<file path="src/rtl/gsedf_pkg.sv">
// gsedf_pkg: shared types and constants for the gse frame deframer
// parse phases, byte classes, register indexes, queue entry and result records
// no dependencies
package gsedf_pkg;

  typedef enum logic [2:0] {
    PH_FRAME_HDR = 3'd0,
    PH_PKT_LOW   = 3'd1,
    PH_PKT_HIGH  = 3'd2,
    PH_EXT       = 3'd3,
    PH_PAYLOAD   = 3'd4,
    PH_ALIGN     = 3'd5,
    PH_FRAME_PAD = 3'd6
  } phase_e;

  typedef enum logic [2:0] {
    CLS_FRAME_HDR = 3'd0,
    CLS_PKT_HDR   = 3'd1,
    CLS_EXT_HDR   = 3'd2,
    CLS_PAYLOAD   = 3'd3,
    CLS_ALIGN_PAD = 3'd4,
    CLS_FRAME_PAD = 3'd5,
    CLS_CLEAR_ACK = 3'd6
  } byte_class_e;

  typedef enum logic [1:0] {
    REG_FORWARD_ENABLE = 2'd0,
    REG_FRAME_HDR      = 2'd1,
    REG_START_EXTRA    = 2'd2
  } reg_idx_e;

  // statistics counter slots
  localparam int unsigned NUM_CNT     = 5;
  localparam int unsigned CNT_PACKET  = 0;
  localparam int unsigned CNT_FRAME   = 1;
  localparam int unsigned CNT_PAYLOAD = 2;
  localparam int unsigned CNT_HEADER  = 3;
  localparam int unsigned CNT_PADDING = 4;

  // flags byte of a packet header
  localparam logic [7:0] FLAG_START  = 8'b0001_0000;
  localparam logic [7:0] FLAG_END    = 8'b0000_1000;
  localparam logic [2:0] LEN_HI_MASK = 3'b111;

  localparam logic [7:0] FRAME_HDR_RESET   = 8'd10;
  localparam logic [3:0] START_EXTRA_RESET = 4'd4;

  // front to back queue
  localparam int unsigned QDEPTH = 4;
  localparam int unsigned QPTR_W = $clog2(QDEPTH);

  typedef struct packed {
    logic [7:0]  first_byte;
    logic [7:0]  second_byte;
    byte_class_e cls;
    logic        dual;
    logic        fwd;
    logic        plast;
    logic        fstart;
    logic        fend;
    logic        frame_end;
  } entry_t;

  typedef struct packed {
    logic [31:0] padding_total;
    logic [31:0] header_total;
    logic [31:0] payload_total;
    logic [31:0] frame_count;
    logic [31:0] packet_count;
    logic        run_last;
    logic        fragment_end;
    logic        fragment_start;
    logic        payload_last;
    logic        forward_valid;
    byte_class_e byte_class;
    logic [7:0]  out_byte;
  } result_t;

  // phase after a byte of a packet is done
  function automatic phase_e next_phase(logic [3:0] extra, logic [10:0] len, logic pad);
    phase_e ph;
    if (extra != 4'd0) begin
      ph = PH_EXT;
    end else if (len != 11'd0) begin
      ph = PH_PAYLOAD;
    end else if (pad) begin
      ph = PH_ALIGN;
    end else begin
      ph = PH_PKT_LOW;
    end
    return ph;
  endfunction

endpackage

</file>
<file path="src/rtl/gse_frame_deframer_core.sv">
// gse_frame_deframer_core: top level of the gse frame deframer
// apb register file, front parser, record queue and back emitter; uses gsedf_pkg
//
// Takes one baseband-frame byte per beat and returns classified bytes with running
// statistics. The input side accepts a byte every clock while the queue has room: the
// front parser classifies it in the cycle it arrives and writes a record into a
// four-entry queue, and the back end turns each record into output beats through a
// registered output stage, so a stalled output does not stop input until the queue
// fills. A packet header's low byte yields no beat and its flags byte yields two,
// which the back end sends as successive beats; the queue absorbs that, keeping the
// sustained rate at one byte per clock while the output is not stalled. With the queue
// empty, a byte's first output beat passes through the queue and then the output stage.
// Counters are COUNTER_WIDTH bits wide, wrap, and are reported as their low 32 bits.
module gse_frame_deframer_core #(
  parameter int unsigned COUNTER_WIDTH = 32
) (
  input  logic         clk_i,
  input  logic         rst_ni,
  // input stream
  input  logic         s_axis_tvalid,
  output logic         s_axis_tready,
  input  logic [7:0]   s_axis_tdata,   // [7:0] data_byte
  input  logic         s_axis_tlast,   // frame_end
  input  logic [0:0]   s_axis_tuser,   // [0] kind
  // output stream
  output logic         m_axis_tvalid,
  input  logic         m_axis_tready,
  // [7:0] out_byte, [8] forward_valid, [9] payload_last, [10] fragment_start,
  // [11] fragment_end, [43:12] packet_count, [75:44] frame_count,
  // [107:76] payload_total, [139:108] header_total, [171:140] padding_total
  output logic [175:0] m_axis_tdata,
  output logic         m_axis_tlast,   // run_last
  output logic [2:0]   m_axis_tuser,   // [2:0] byte_class
  // configuration
  input  logic         psel,
  input  logic         penable,
  input  logic         pwrite,
  input  logic [3:0]   paddr,
  input  logic [31:0]  pwdata,
  output logic [31:0]  prdata,
  output logic         pready
);
  import gsedf_pkg::*;

  logic       forward_enable_q;
  logic [7:0] frame_header_bytes_q;
  logic [3:0] start_extra_bytes_q;
  logic       cfg_write;
  reg_idx_e   reg_idx;

  entry_t     push_entry, head_entry;
  logic       q_push, q_ready, q_valid, q_pop;
  result_t    res;

  assign pready    = 1'b1;
  assign reg_idx   = reg_idx_e'(paddr[3:2]);
  assign cfg_write = psel && penable && pwrite && pready;

  always_ff @(posedge clk_i or negedge rst_ni) begin
    if (!rst_ni) begin
      forward_enable_q     <= 1'b0;
      frame_header_bytes_q <= FRAME_HDR_RESET;
      start_extra_bytes_q  <= START_EXTRA_RESET;
    end else if (cfg_write) begin
      case (reg_idx)
        REG_FORWARD_ENABLE: forward_enable_q     <= pwdata[0];
        REG_FRAME_HDR:      frame_header_bytes_q <= pwdata[7:0];
        REG_START_EXTRA:    start_extra_bytes_q  <= pwdata[3:0];
        default: ;
      endcase
    end
  end

  always_comb begin
    case (reg_idx)
      REG_FORWARD_ENABLE: prdata = {31'd0, forward_enable_q};
      REG_FRAME_HDR:      prdata = {24'd0, frame_header_bytes_q};
      REG_START_EXTRA:    prdata = {28'd0, start_extra_bytes_q};
      default:            prdata = 32'd0;
    endcase
  end

  gsedf_front u_front (
    .clk_i                (clk_i),
    .rst_ni               (rst_ni),
    .in_valid_i           (s_axis_tvalid),
    .in_ready_o           (s_axis_tready),
    .kind_i               (s_axis_tuser[0]),
    .data_byte_i          (s_axis_tdata),
    .frame_end_i          (s_axis_tlast),
    .forward_enable_i     (forward_enable_q),
    .frame_header_bytes_i (frame_header_bytes_q),
    .start_extra_bytes_i  (start_extra_bytes_q),
    .q_ready_i            (q_ready),
    .q_push_o             (q_push),
    .q_entry_o            (push_entry)
  );

  gsedf_queue u_queue (
    .clk_i   (clk_i),
    .rst_ni  (rst_ni),
    .push_i  (q_push),
    .entry_i (push_entry),
    .ready_o (q_ready),
    .valid_o (q_valid),
    .entry_o (head_entry),
    .pop_i   (q_pop)
  );

  gsedf_back #(
    .COUNTER_WIDTH (COUNTER_WIDTH)
  ) u_back (
    .clk_i       (clk_i),
    .rst_ni      (rst_ni),
    .q_valid_i   (q_valid),
    .q_entry_i   (head_entry),
    .q_pop_o     (q_pop),
    .out_valid_o (m_axis_tvalid),
    .out_ready_i (m_axis_tready),
    .out_res_o   (res)
  );

  assign m_axis_tdata = {4'd0, res.padding_total, res.header_total, res.payload_total,
                         res.frame_count, res.packet_count, res.fragment_end,
                         res.fragment_start, res.payload_last, res.forward_valid,
                         res.out_byte};
  assign m_axis_tlast = res.run_last;
  assign m_axis_tuser = res.byte_class;

endmodule

</file>
<file path="src/rtl/gsedf_front.sv">
// gsedf_front: accepts frame bytes, runs the packet parser, classifies bytes
// pushes one record per byte that gives results into the queue; uses gsedf_pkg
module gsedf_front (
  input  logic              clk_i,
  input  logic              rst_ni,
  input  logic              in_valid_i,
  output logic              in_ready_o,
  input  logic              kind_i,
  input  logic [7:0]        data_byte_i,
  input  logic              frame_end_i,
  input  logic              forward_enable_i,
  input  logic [7:0]        frame_header_bytes_i,
  input  logic [3:0]        start_extra_bytes_i,
  input  logic              q_ready_i,
  output logic              q_push_o,
  output gsedf_pkg::entry_t q_entry_o
);
  import gsedf_pkg::*;

  phase_e      phase_q, phase_d, eff_phase;
  logic [7:0]  skip_q, skip_d;
  logic [7:0]  held_q, held_d;
  logic [10:0] len_q, len_d;
  logic [3:0]  extra_q, extra_d;
  logic        pad_q, pad_d;
  logic [1:0]  flags_q, flags_d;

  logic        accept;
  logic        zero_hdr;
  logic        start_w, end_w;
  logic [10:0] len_w;
  logic [3:0]  ext_w;

  assign in_ready_o = q_ready_i;
  assign accept     = in_valid_i && q_ready_i;

  assign eff_phase = (phase_q == PH_FRAME_HDR && skip_q == 8'd0) ? PH_PKT_LOW : phase_q;

  assign zero_hdr = (held_q == 8'd0) && (data_byte_i == 8'd0);
  assign start_w  = |(data_byte_i & FLAG_START);
  assign end_w    = |(data_byte_i & FLAG_END);
  assign len_w    = {data_byte_i[2:0] & LEN_HI_MASK, held_q};
  // extension bytes never run past the packet length
  assign ext_w    = !start_w ? 4'd0 :
                    ({7'd0, start_extra_bytes_i} > len_w) ? len_w[3:0] : start_extra_bytes_i;

  // next state
  always_comb begin
    phase_d = phase_q;
    skip_d  = skip_q;
    held_d  = held_q;
    len_d   = len_q;
    extra_d = extra_q;
    pad_d   = pad_q;
    flags_d = flags_q;
    if (accept && !kind_i) begin
      case (eff_phase)
        PH_FRAME_HDR: begin
          skip_d = skip_q - 8'd1;
          if (skip_d == 8'd0) begin
            phase_d = PH_PKT_LOW;
          end
        end
        PH_PKT_LOW: begin
          if (frame_end_i) begin
            flags_d = 2'b00;
          end else begin
            held_d  = data_byte_i;
            phase_d = PH_PKT_HIGH;
          end
        end
        PH_PKT_HIGH: begin
          if (zero_hdr) begin
            flags_d = 2'b00;
            phase_d = PH_FRAME_PAD;
          end else begin
            flags_d = {start_w, end_w};
            extra_d = ext_w;
            len_d   = len_w - {7'd0, ext_w};
            pad_d   = len_w[0];
            phase_d = next_phase(ext_w, len_d, len_w[0]);
          end
        end
        PH_EXT: begin
          extra_d = extra_q - 4'd1;
          phase_d = next_phase(extra_d, len_q, pad_q);
        end
        PH_PAYLOAD: begin
          len_d   = len_q - 11'd1;
          phase_d = next_phase(extra_q, len_d, pad_q);
        end
        PH_ALIGN: begin
          pad_d   = 1'b0;
          phase_d = next_phase(extra_q, len_q, 1'b0);
        end
        default: begin
          phase_d = PH_FRAME_PAD;
        end
      endcase
      // frame end drops any open packet and rearms the header skip
      if (frame_end_i) begin
        phase_d = PH_FRAME_HDR;
        skip_d  = frame_header_bytes_i;
        held_d  = 8'd0;
        len_d   = 11'd0;
        extra_d = 4'd0;
        pad_d   = 1'b0;
        flags_d = 2'b00;
      end
    end
  end

  // queue record
  always_comb begin
    q_push_o  = 1'b0;
    q_entry_o = '0;
    if (accept) begin
      if (kind_i) begin
        q_push_o      = 1'b1;
        q_entry_o.cls = CLS_CLEAR_ACK;
      end else begin
        q_entry_o.frame_end  = frame_end_i;
        q_entry_o.first_byte = data_byte_i;
        case (eff_phase)
          PH_FRAME_HDR: begin
            q_push_o      = 1'b1;
            q_entry_o.cls = CLS_FRAME_HDR;
          end
          PH_PKT_LOW: begin
            // lone trailing byte is frame padding
            q_push_o      = frame_end_i;
            q_entry_o.cls = CLS_FRAME_PAD;
          end
          PH_PKT_HIGH: begin
            q_push_o              = 1'b1;
            q_entry_o.dual        = 1'b1;
            q_entry_o.first_byte  = held_q;
            q_entry_o.second_byte = data_byte_i;
            if (zero_hdr) begin
              q_entry_o.cls = CLS_FRAME_PAD;
            end else begin
              q_entry_o.cls    = CLS_PKT_HDR;
              q_entry_o.fstart = start_w;
              q_entry_o.fend   = end_w;
            end
          end
          PH_EXT: begin
            q_push_o         = 1'b1;
            q_entry_o.cls    = CLS_EXT_HDR;
            q_entry_o.fstart = flags_q[1];
            q_entry_o.fend   = flags_q[0];
          end
          PH_PAYLOAD: begin
            q_push_o         = 1'b1;
            q_entry_o.cls    = CLS_PAYLOAD;
            q_entry_o.fwd    = forward_enable_i;
            q_entry_o.plast  = (len_q == 11'd1);
            q_entry_o.fstart = flags_q[1];
            q_entry_o.fend   = flags_q[0];
          end
          PH_ALIGN: begin
            q_push_o         = 1'b1;
            q_entry_o.cls    = CLS_ALIGN_PAD;
            q_entry_o.fstart = flags_q[1];
            q_entry_o.fend   = flags_q[0];
          end
          default: begin
            q_push_o      = 1'b1;
            q_entry_o.cls = CLS_FRAME_PAD;
          end
        endcase
      end
    end
  end

  always_ff @(posedge clk_i or negedge rst_ni) begin
    if (!rst_ni) begin
      phase_q <= PH_FRAME_HDR;
      skip_q  <= FRAME_HDR_RESET;
      held_q  <= 8'd0;
      len_q   <= 11'd0;
      extra_q <= 4'd0;
      pad_q   <= 1'b0;
      flags_q <= 2'b00;
    end else begin
      phase_q <= phase_d;
      skip_q  <= skip_d;
      held_q  <= held_d;
      len_q   <= len_d;
      extra_q <= extra_d;
      pad_q   <= pad_d;
      flags_q <= flags_d;
    end
  end

endmodule

</file>
<file path="src/rtl/gsedf_queue.sv">
// gsedf_queue: short fifo of classified records between front and back
// depth from gsedf_pkg::QDEPTH; uses gsedf_pkg
module gsedf_queue (
  input  logic              clk_i,
  input  logic              rst_ni,
  input  logic              push_i,
  input  gsedf_pkg::entry_t entry_i,
  output logic              ready_o,
  output logic              valid_o,
  output gsedf_pkg::entry_t entry_o,
  input  logic              pop_i
);
  import gsedf_pkg::*;

  entry_t             mem_q [QDEPTH];
  logic [QPTR_W-1:0]  wptr_q, rptr_q;
  logic [QPTR_W:0]    cnt_q;

  assign ready_o = (cnt_q != (QPTR_W+1)'(QDEPTH));
  assign valid_o = (cnt_q != '0);
  assign entry_o = mem_q[rptr_q];

  always_ff @(posedge clk_i) begin
    if (push_i) begin
      mem_q[wptr_q] <= entry_i;
    end
  end

  always_ff @(posedge clk_i or negedge rst_ni) begin
    if (!rst_ni) begin
      wptr_q <= '0;
      rptr_q <= '0;
      cnt_q  <= '0;
    end else begin
      if (push_i) begin
        wptr_q <= wptr_q + QPTR_W'(1);
      end
      if (pop_i) begin
        rptr_q <= rptr_q + QPTR_W'(1);
      end
      case ({push_i, pop_i})
        2'b10:   cnt_q <= cnt_q + (QPTR_W+1)'(1);
        2'b01:   cnt_q <= cnt_q - (QPTR_W+1)'(1);
        default: cnt_q <= cnt_q;
      endcase
    end
  end

  qdepth_bound: assert property (@(posedge clk_i) disable iff (!rst_ni)
    (cnt_q <= (QPTR_W+1)'(QDEPTH)))
    else $error("queue fill count beyond depth");

  no_overflow: assert property (@(posedge clk_i) disable iff (!rst_ni)
    (!ready_o |-> !push_i))
    else $error("push into full queue");

  no_underflow: assert property (@(posedge clk_i) disable iff (!rst_ni)
    (!valid_o |-> !pop_i))
    else $error("pop from empty queue");

endmodule

</file>
<file path="src/rtl/gsedf_back.sv">
// gsedf_back: drains queue records into output beats and keeps the statistics counters
// two-byte header records leave as two beats; uses gsedf_pkg
module gsedf_back #(
  parameter int unsigned COUNTER_WIDTH = 32
) (
  input  logic               clk_i,
  input  logic               rst_ni,
  input  logic               q_valid_i,
  input  gsedf_pkg::entry_t  q_entry_i,
  output logic               q_pop_o,
  output logic               out_valid_o,
  input  logic               out_ready_i,
  output gsedf_pkg::result_t out_res_o
);
  import gsedf_pkg::*;

  logic [COUNTER_WIDTH-1:0] cnt_q [NUM_CNT];
  logic [COUNTER_WIDTH-1:0] cnt_d [NUM_CNT];
  logic                     sel_q;
  logic                     out_valid_q;
  result_t                  res_q;
  logic                     take;
  logic                     last;

  assign take        = q_valid_i && (!out_valid_q || out_ready_i);
  assign last        = !q_entry_i.dual || sel_q;
  assign q_pop_o     = take && last;
  assign out_valid_o = out_valid_q;
  assign out_res_o   = res_q;

  // counters after this beat is counted
  always_comb begin
    for (int i = 0; i < NUM_CNT; i++) begin
      cnt_d[i] = cnt_q[i];
    end
    if (take) begin
      case (q_entry_i.cls)
        CLS_PKT_HDR: begin
          cnt_d[CNT_HEADER] = cnt_q[CNT_HEADER] + COUNTER_WIDTH'(1);
          if (!sel_q) begin
            cnt_d[CNT_PACKET] = cnt_q[CNT_PACKET] + COUNTER_WIDTH'(1);
          end
        end
        CLS_EXT_HDR: cnt_d[CNT_HEADER] = cnt_q[CNT_HEADER] + COUNTER_WIDTH'(1);
        CLS_PAYLOAD: cnt_d[CNT_PAYLOAD] = cnt_q[CNT_PAYLOAD] + COUNTER_WIDTH'(1);
        CLS_ALIGN_PAD, CLS_FRAME_PAD: begin
          cnt_d[CNT_PADDING] = cnt_q[CNT_PADDING] + COUNTER_WIDTH'(1);
        end
        CLS_CLEAR_ACK: begin
          for (int i = 0; i < NUM_CNT; i++) begin
            cnt_d[i] = '0;
          end
        end
        default: ;
      endcase
      if (last && q_entry_i.frame_end) begin
        cnt_d[CNT_FRAME] = cnt_q[CNT_FRAME] + COUNTER_WIDTH'(1);
      end
    end
  end

  always_ff @(posedge clk_i or negedge rst_ni) begin
    if (!rst_ni) begin
      for (int i = 0; i < NUM_CNT; i++) begin
        cnt_q[i] <= '0;
      end
      sel_q       <= 1'b0;
      out_valid_q <= 1'b0;
    end else begin
      for (int i = 0; i < NUM_CNT; i++) begin
        cnt_q[i] <= cnt_d[i];
      end
      if (take) begin
        sel_q       <= !last;
        out_valid_q <= 1'b1;
      end else if (out_ready_i) begin
        out_valid_q <= 1'b0;
      end
    end
  end

  always_ff @(posedge clk_i) begin
    if (take) begin
      res_q.out_byte       <= sel_q ? q_entry_i.second_byte : q_entry_i.first_byte;
      res_q.byte_class     <= q_entry_i.cls;
      res_q.forward_valid  <= q_entry_i.fwd;
      res_q.payload_last   <= q_entry_i.plast;
      res_q.fragment_start <= q_entry_i.fstart;
      res_q.fragment_end   <= q_entry_i.fend;
      res_q.run_last       <= last;
      res_q.packet_count   <= 32'(cnt_d[CNT_PACKET]);
      res_q.frame_count    <= 32'(cnt_d[CNT_FRAME]);
      res_q.payload_total  <= 32'(cnt_d[CNT_PAYLOAD]);
      res_q.header_total   <= 32'(cnt_d[CNT_HEADER]);
      res_q.padding_total  <= 32'(cnt_d[CNT_PADDING]);
    end
  end

  second_beat_has_record: assert property (@(posedge clk_i) disable iff (!rst_ni)
    (sel_q |-> (q_valid_i && q_entry_i.dual)))
    else $error("second header beat without a two-byte record");

  clear_zeroes_counters: assert property (@(posedge clk_i) disable iff (!rst_ni)
    ((take && q_entry_i.cls == CLS_CLEAR_ACK) |=>
      (cnt_q[CNT_PACKET] == '0 && cnt_q[CNT_FRAME] == '0 && cnt_q[CNT_PAYLOAD] == '0 &&
       cnt_q[CNT_HEADER] == '0 && cnt_q[CNT_PADDING] == '0)))
    else $error("counters not cleared after clear ack");

  split_only_headers: assert property (@(posedge clk_i) disable iff (!rst_ni)
    ((out_valid_q && !res_q.run_last) |->
      (res_q.byte_class == CLS_PKT_HDR || res_q.byte_class == CLS_FRAME_PAD)))
    else $error("non-final beat of an unexpected class");

endmodule
</file>
<file path="config.mk">
export PLATFORM = sky130hd
export DESIGN_NAME = gse_frame_deframer_core
export DESIGN_NICKNAME = d
export VERILOG_FILES = /design/src/rtl/gsedf_pkg.sv /design/src/rtl/gse_frame_deframer_core.sv /design/src/rtl/gsedf_front.sv /design/src/rtl/gsedf_queue.sv /design/src/rtl/gsedf_back.sv
export SDC_FILE = /design/constraint.sdc
export NUM_CORES = 1
export LEC_CHECK = 0
export CORE_MARGIN = 5
export CORE_UTILIZATION = 40
export CTS_BUF_LIST = sky130_fd_sc_hd__clkbuf_16
export DETAILED_ROUTE_END_ITERATION = 7
export DONT_BUFFER_PORTS = 1
export PLACE_DENSITY = 0.63
export SLEW_MARGIN = 0
export SYNTH_ARGS = -nofsm -noshare
export SYNTH_HDL_FRONTEND = slang
export SYNTH_HIERARCHICAL = 1
export SYNTH_SLANG_ARGS = --single-unit
</file>
<file path="constraint.sdc">
create_clock -name clk_i -period 5 [get_ports clk_i]
set_input_delay 0.5 -clock clk_i [delete_from_list [all_inputs] [get_ports clk_i]]
set_output_delay 0.5 -clock clk_i [all_outputs]
set_load 0.01 [all_outputs]
</file>
* Word level (Yosys, flattened, before mapping) *
Memories as Yosys holds them, arrays and structs flattened.
Cells that the tools add are included.

storage, ports and cells
  register bits after elaboration = 395
  RAM bits = 100
  bits of input ports = 53
  output and inout bits = 215
  memories kept = 1

memory list
  name           depth  bits a word  read ports  clocked after Yosys merged registers in  wr ports  line               source
  u_queue.mem_q  4      25           1           0                                        1         gsedf_queue.sv:15  entry_t mem_q [QDEPTH];

operators by class
  add/subtract/negate cells = 13
  magnitude comparators = 1
  equal/unequal tests = 19
  muxes and demuxes = 61
  reduce and logical (&&, ||, !) cells = 50

operators by type and width
  operator                 number
  $pmux W32 S2             4
  $add A32 B1 Y32 const B  5
  $mux W160                1
  $mux W32                 3
  $mux W3                  16
  $mux W8                  5
  $reduce_bool A11 Y1      3
  $logic_not A8 Y1         4
  $mux W16                 2
  $mux W25                 1
  $pmux W8 S3              1
  $mux W11                 2
  $pmux W11 S2             1
  $pmux W3 S6              1
  $mux W4                  4
  $eq A3 B3 Y1 const B     5
  $pmux W3 S5              1
  $reduce_and A2 Y1        7
  $eq A3 B2 Y1 const B     4
  $reduce_bool A3 Y1       4
  $reduce_bool A4 Y1       3
  $eq A11 B1 Y1 const B    1
  $gt A4 B11 Y1            1
  $sub A11 B1 Y11 const B  1
  other kinds (27)         64

* Longest topological paths before layout *
  depth after elaboration = 10
  mapped depth = 16

* By module *
The synthesis kept the hierarchy.

by module, submodules not included
  module                   times used  cells each  area each (µm²)  seq. area each (µm²)
  gsedf_back               1           1,189       14,350.0         9,339.0
  gsedf_queue              1           167         4,053.9          3,178.0
  gsedf_front              1           431         3,399.5          928.4
  gse_frame_deframer_core  1           73          829.5            329.1

* Worst setup path before layout *
OpenSTA, ideal clock, no wires.

  path type = input-to-reg
  from = input port m_axis_tready
  to = register u_back.res_q, in the netlist u_back/out_res_o[50] (data pin)
  data arrival time = 3.902 ns
  required time = 4.718 ns
  path slack = 0.816 ns
  stages = 9
  buffers on the path = 3
  path through = nand2b_1 > clkbuf_1 > nand2_1 > inv_1 > buf_2 > buf_2 > nand3_1 > xor2_1 > a21oi_1

RTL lines
  element             line                           source
  start: declaration  gse_frame_deframer_core.sv:27  input logic m_axis_tready,
  end: declaration    gsedf_back.sv:21               result_t res_q;

* Worst setup path after layout *
  from = register u_front.held_q[1]
  to = register u_front.phase_q[0]

between the ends
  longest elaborated chain between the ends = 10
  elaborated cells between the ends (all ways) = 13
  those cells by class = add/sub (1); order compare (1); mux (7); reduce/logical (4)

ends and longest elaborated chain
  element                   line                source
  start: declaration        gsedf_front.sv:22   logic [7:0] held_q, held_d;
  start signal: assignment  gsedf_front.sv:188  held_q <= held_d;
  $gt A4 B11 Y1             gsedf_front.sv:45   ({7'd0, start_extra_bytes_i} > len_w) ? len_w[3:0] : start_extra_bytes_i;
  $mux W4                   gsedf_front.sv:45
  $mux W4                   gsedf_front.sv:44   assign ext_w = !start_w ? 4'd0 :
  $sub A11 B4 Y11           gsedf_front.sv:79   len_d = len_w - {7'd0, ext_w};
  $reduce_bool A11 Y1       gsedf_pkg.sv:84     end else if (len != 11'd0) begin
  $mux W3                   gsedf_pkg.sv:84
  $mux W3                   gsedf_pkg.sv:82     if (extra != 4'd0) begin
  $mux W3 *                 gsedf_front.sv:73   if (zero_hdr) begin
  $pmux W3 S6 *             gsedf_front.sv:57   case (eff_phase)
  $mux W3 *                 gsedf_front.sv:101  if (frame_end_i) begin
  end signal: assignment    gsedf_front.sv:186  phase_q <= phase_d;
  end: declaration          gsedf_front.sv:20   phase_e phase_q, phase_d, eff_phase;

Every way passes the cells marked *; elsewhere a longest branch is shown, timed or not.
A chain may end at the register's enable or synchronous reset.

==> impl_metrics.yaml <==
clock_tree:
  cts_setup_buffers: 0
  cts_resized: 0
  clkTransAtPathRegs_ns: 0.06
  cts_buffer_depth: 3
  cts_made_buffers: 55
  cts_root_buf: "clkbuf_16"
  cts_tree: "yes"
  ctsHoldBuffers: 4
  ctsHtreeMaxLevel: 2
  clock_sinks: 495
  insertion_delay_ns: 0.60
critical_path:
  critPathKind: "reg -> reg"
  crit_path_max_fanout: 7
  critPathLaunch: "u_front/held_q[1]$_DFFE_PN0P_"
  cp_slowest_cell: "dfrtp_1"
  critPathLaunchType: "flip-flop"
  cp-end-kind: "flip-flop"
  rr_startpoint: "u_front/held_q[1]$_DFFE_PN0P_"
  timing.critical_path.to: "u_front/phase_q[0]$_DFFE_PN0P_"
  reg2reg_depth: 16
  r2r_end: "u_front/phase_q[0]$_DFFE_PN0P_"
  path_cells: "inv_1 > ha_1 > nor2b_1 > o211ai_1 > a21oi_4 > mux2i_1 > and2_1 > ha_1 > inv_1 > fa_1 > a21o_1 > a21oi_2 > a22oi_1 > a211o_1 > a221o_1 > a31oi_1"
  required_ns: 5.52
  crit_arrival_ns: 4.44
  r2r_slack_ns: 1.08
  cpPeakStageDelay_ns: 0.51
floorplanning:
  rows: 87
  initial_utilization_pct: 40.3
  dieWidth_um: 248
  fp.dieArea_um2: 61400
  ioPinCount: 268
  die_y_um: 248
  core-area_um2: 56200
timing:
  worstMarginPinSlew_ns: 1.28
  setup_tns_ns: 0
  maxSlewHeadroom_pct: 13.9
  hold_viol: 214
  fin_crit_ns: 3.92
  rsz0062_at_grt: "no"
  drv_slew: 0
  whs_ns: -0.402
  skew_ns: 0.0174
  setup_viol: 0
  period_share_pct: 78.3
  fmax_mhz: 255
pwr:
  p_total_w: 0.0128
  p_leak_nw: 9.65
  p_per_area_nw_per_um2: 509
  vdd_drop_max_v: 0.000279
yosys:
  synthFlopType: "edfxtp_1"
  ys_types: 88
  synth_edf_count: 276
  ys_ff_latch: 495
  netlist_area_um2: 22600
  async_flop_share_pct: 44.2
  synth_area_leaders: "edfxtp_1 37%, dfrtp_1 24%, nand2_1 3.6%"
  syn_area_per_cell_um2: 12.2
  synth.top_cell.area_share_pct: 36.6
  ys_warn_count: 6
  yosys.area.top_type: "edfxtp_1"
  ys_seq_area_share_pct: 60.9
  synth_cells: 1860
placed_design:
  place_inst: 2564
  numPortBuffers: 0
  dp_hpwl_mm: 35.1
  dpl_cell_area_um2: 23300
  gp_congestion: 0.845
drt:
  wl_per_cell_um: 19.8
  routed_wl_mm: 53.0
  vias: 15000
  drt_drc_violations_left: 0
  dr.pass1.iters: 7
  drt_iter0_drc: 961
  ant_nets: 0
  viasPerCell: 5.62
layout:
  final_cells: 2672
  area_growth_pct: 10.7
  drive_gt1_share_pct: 10.8
  fin_area_um2: 25100
  final_nets: 1949
grt:
  grt.overflow.total: 0
  grt_pass1_vias: 14500
  grt_pass1_wl_mm: 82.1
  grt_use_total_pct: 16.6
  grt_max_degree: 220
  antenna_found_initial: 0
flow_run:
  cap_violations: 0
worst_hold_path:
  hp-class: "in -> async"
status:
  violations: "negative hold slack"
  outcome: "complete, but fails checks"
-- placed cells by master (no fill, tap or decap), types with 8 or more instances in the layout --
| cell type | instances |
|---|---|
| edfxtp_1 | 276 |
| nand2_1 | 219 |
| dfrtp_1 | 214 |
| nand3_1 | 109 |
| o21ai_0 | 105 |
| nor2_1 | 95 |
| a21oi_1 | 62 |
| clkbuf_16 | 56 |
| inv_1 | 55 |
| mux2i_1 | 52 |
| nor3_1 | 46 |
| nand4_1 | 39 |
| o211ai_1 | 31 |
| and3_1 | 30 |
| conb_1 | 29 |
| mux2_2 | 25 |
| ha_1 | 25 |
| buf_4 | 23 |
| a31oi_1 | 21 |
| a22o_1 | 20 |
| and2_1 | 20 |
| o31ai_1 | 19 |
| mux4_2 | 18 |
| or4_1 | 17 |
| o311ai_0 | 17 |
| xor2_1 | 14 |
| nor2b_1 | 13 |
| and4_1 | 12 |
| nor4_1 | 12 |
| or3_1 | 12 |
| clkinv_2 | 11 |
| nand2b_1 | 11 |
| clkinv_1 | 9 |
| or2_2 | 9 |
| a22oi_1 | 9 |
| nand3b_1 | 8 |
| nor4_4 | 8 |
| o41ai_1 | 8 |
| o22ai_1 | 8 |
-- metrics by stage --
step / utilization (%) / setup slack (ns)
after floorplan: - / 0.816
after global placement: 41.5 / 1.12
after detailed placement: 41.5 / 1.07
after CTS: 44.6 / 1.05
after global routing: 44.6 / 0.816
final: 44.6 / 1.08
-- kinds of logic (layout without fill, tap and decap cells) --
| kind of cell | Yosys count | after routing | synth area share (%) |
|---|---|---|---|
| compound gates | 364 | 364 | 10.7 |
| mux | 102 | 102 | 6.15 |
| xor+xnor | 21 | 21 | 0.813 |
| simple gates | 703 | 703 | 16.6 |
| flops | 495 | 495 | 60.9 |
| buf+inv | 146 | 174 | 3.27 |
| fa+ha+maj | 27 | 27 | 1.56 |
| other cells | 2 | 30 | 0.0332 |
-- layout make-up --
cell class	instances	area, um^2
tap	756	946
antenna	1	2.50
timing repair buffer	27	213
clock buffer	56	1400
inverter	44	173
multi-input combinational	1246	8240
clock inverter	47	318
fill	5061	31100
sequential	495	13800
-- flip-flops by register name, summed over array words and instances, names as in the netlist, 4 cells and up --
signal and cells:
start_extra_bytes_q 4, frame_header_bytes_q 8, u_front/len_q 11, u_back/cnt_q 160
u_front/held_q 8, u_queue/mem_q 100, u_back/out_res_o 176, u_front/extra_q 4
u_front/skip_q 8
-- cell usage after synthesis, drive strengths merged, types with 30 or more instances --
| library cell | n |
|---|---|
| nand3 | 114 |
| a21oi | 65 |
| clkbuf | 47 |
| nor2 | 96 |
| inv | 44 |
| mux2i | 52 |
| buf | 55 |
| edfxtp | 276 |
| o211ai | 32 |
| and3 | 30 |
| o21ai | 110 |
| dfrtp | 214 |
| nor3 | 50 |
| nand4 | 41 |
| nand2 | 221 |
-- critical path, delay by kind of cell, from the launching register on --
kind / cells / cell delay, ns
adders and majority gates: 3 / 0.86
AOI/OAI and AO/OA: 8 / 1.81
buffers and inverters: 2 / 0.14
muxes: 1 / 0.25
DFF: 1 / 0.51
and+or+nand+nor: 2 / 0.28
-- metal layers --
metal	vias to the layer above	share of wire, %	GRT usage, %
met3	61	5.8	3.10
met4	0	1.7	4.39
li1	7043	-	-
met5	-	0	0
met1	7477	44	22.7
met2	423	48	27.5
-- where the power goes --
part           switching (W)  internal (W)
Clock                0.00165       0.00215
Sequential          0.000876       0.00546
Combinational        0.00175      0.000880
-- worst min-delay path by stage --
stage / from / endpoint / slack (ns)
global route: rst_ni / u_back/cnt_q[94]$_DFF_PN0_ / -0.43
CTS: rst_ni / u_back/cnt_q[149]$_DFF_PN0_ / -0.44
finish: rst_ni / u_back/cnt_q[146]$_DFF_PN0_ / -0.40
global placement: rst_ni / u_back/cnt_q[84]$_DFF_PN0_ / 0.22
floorplan: rst_ni / forward_enable_q$_DFFE_PN0P_ / 0.20
detailed placement: rst_ni / u_back/cnt_q[84]$_DFF_PN0_ / 0.22
Note: power is estimated with default switching activity, not from simulation.
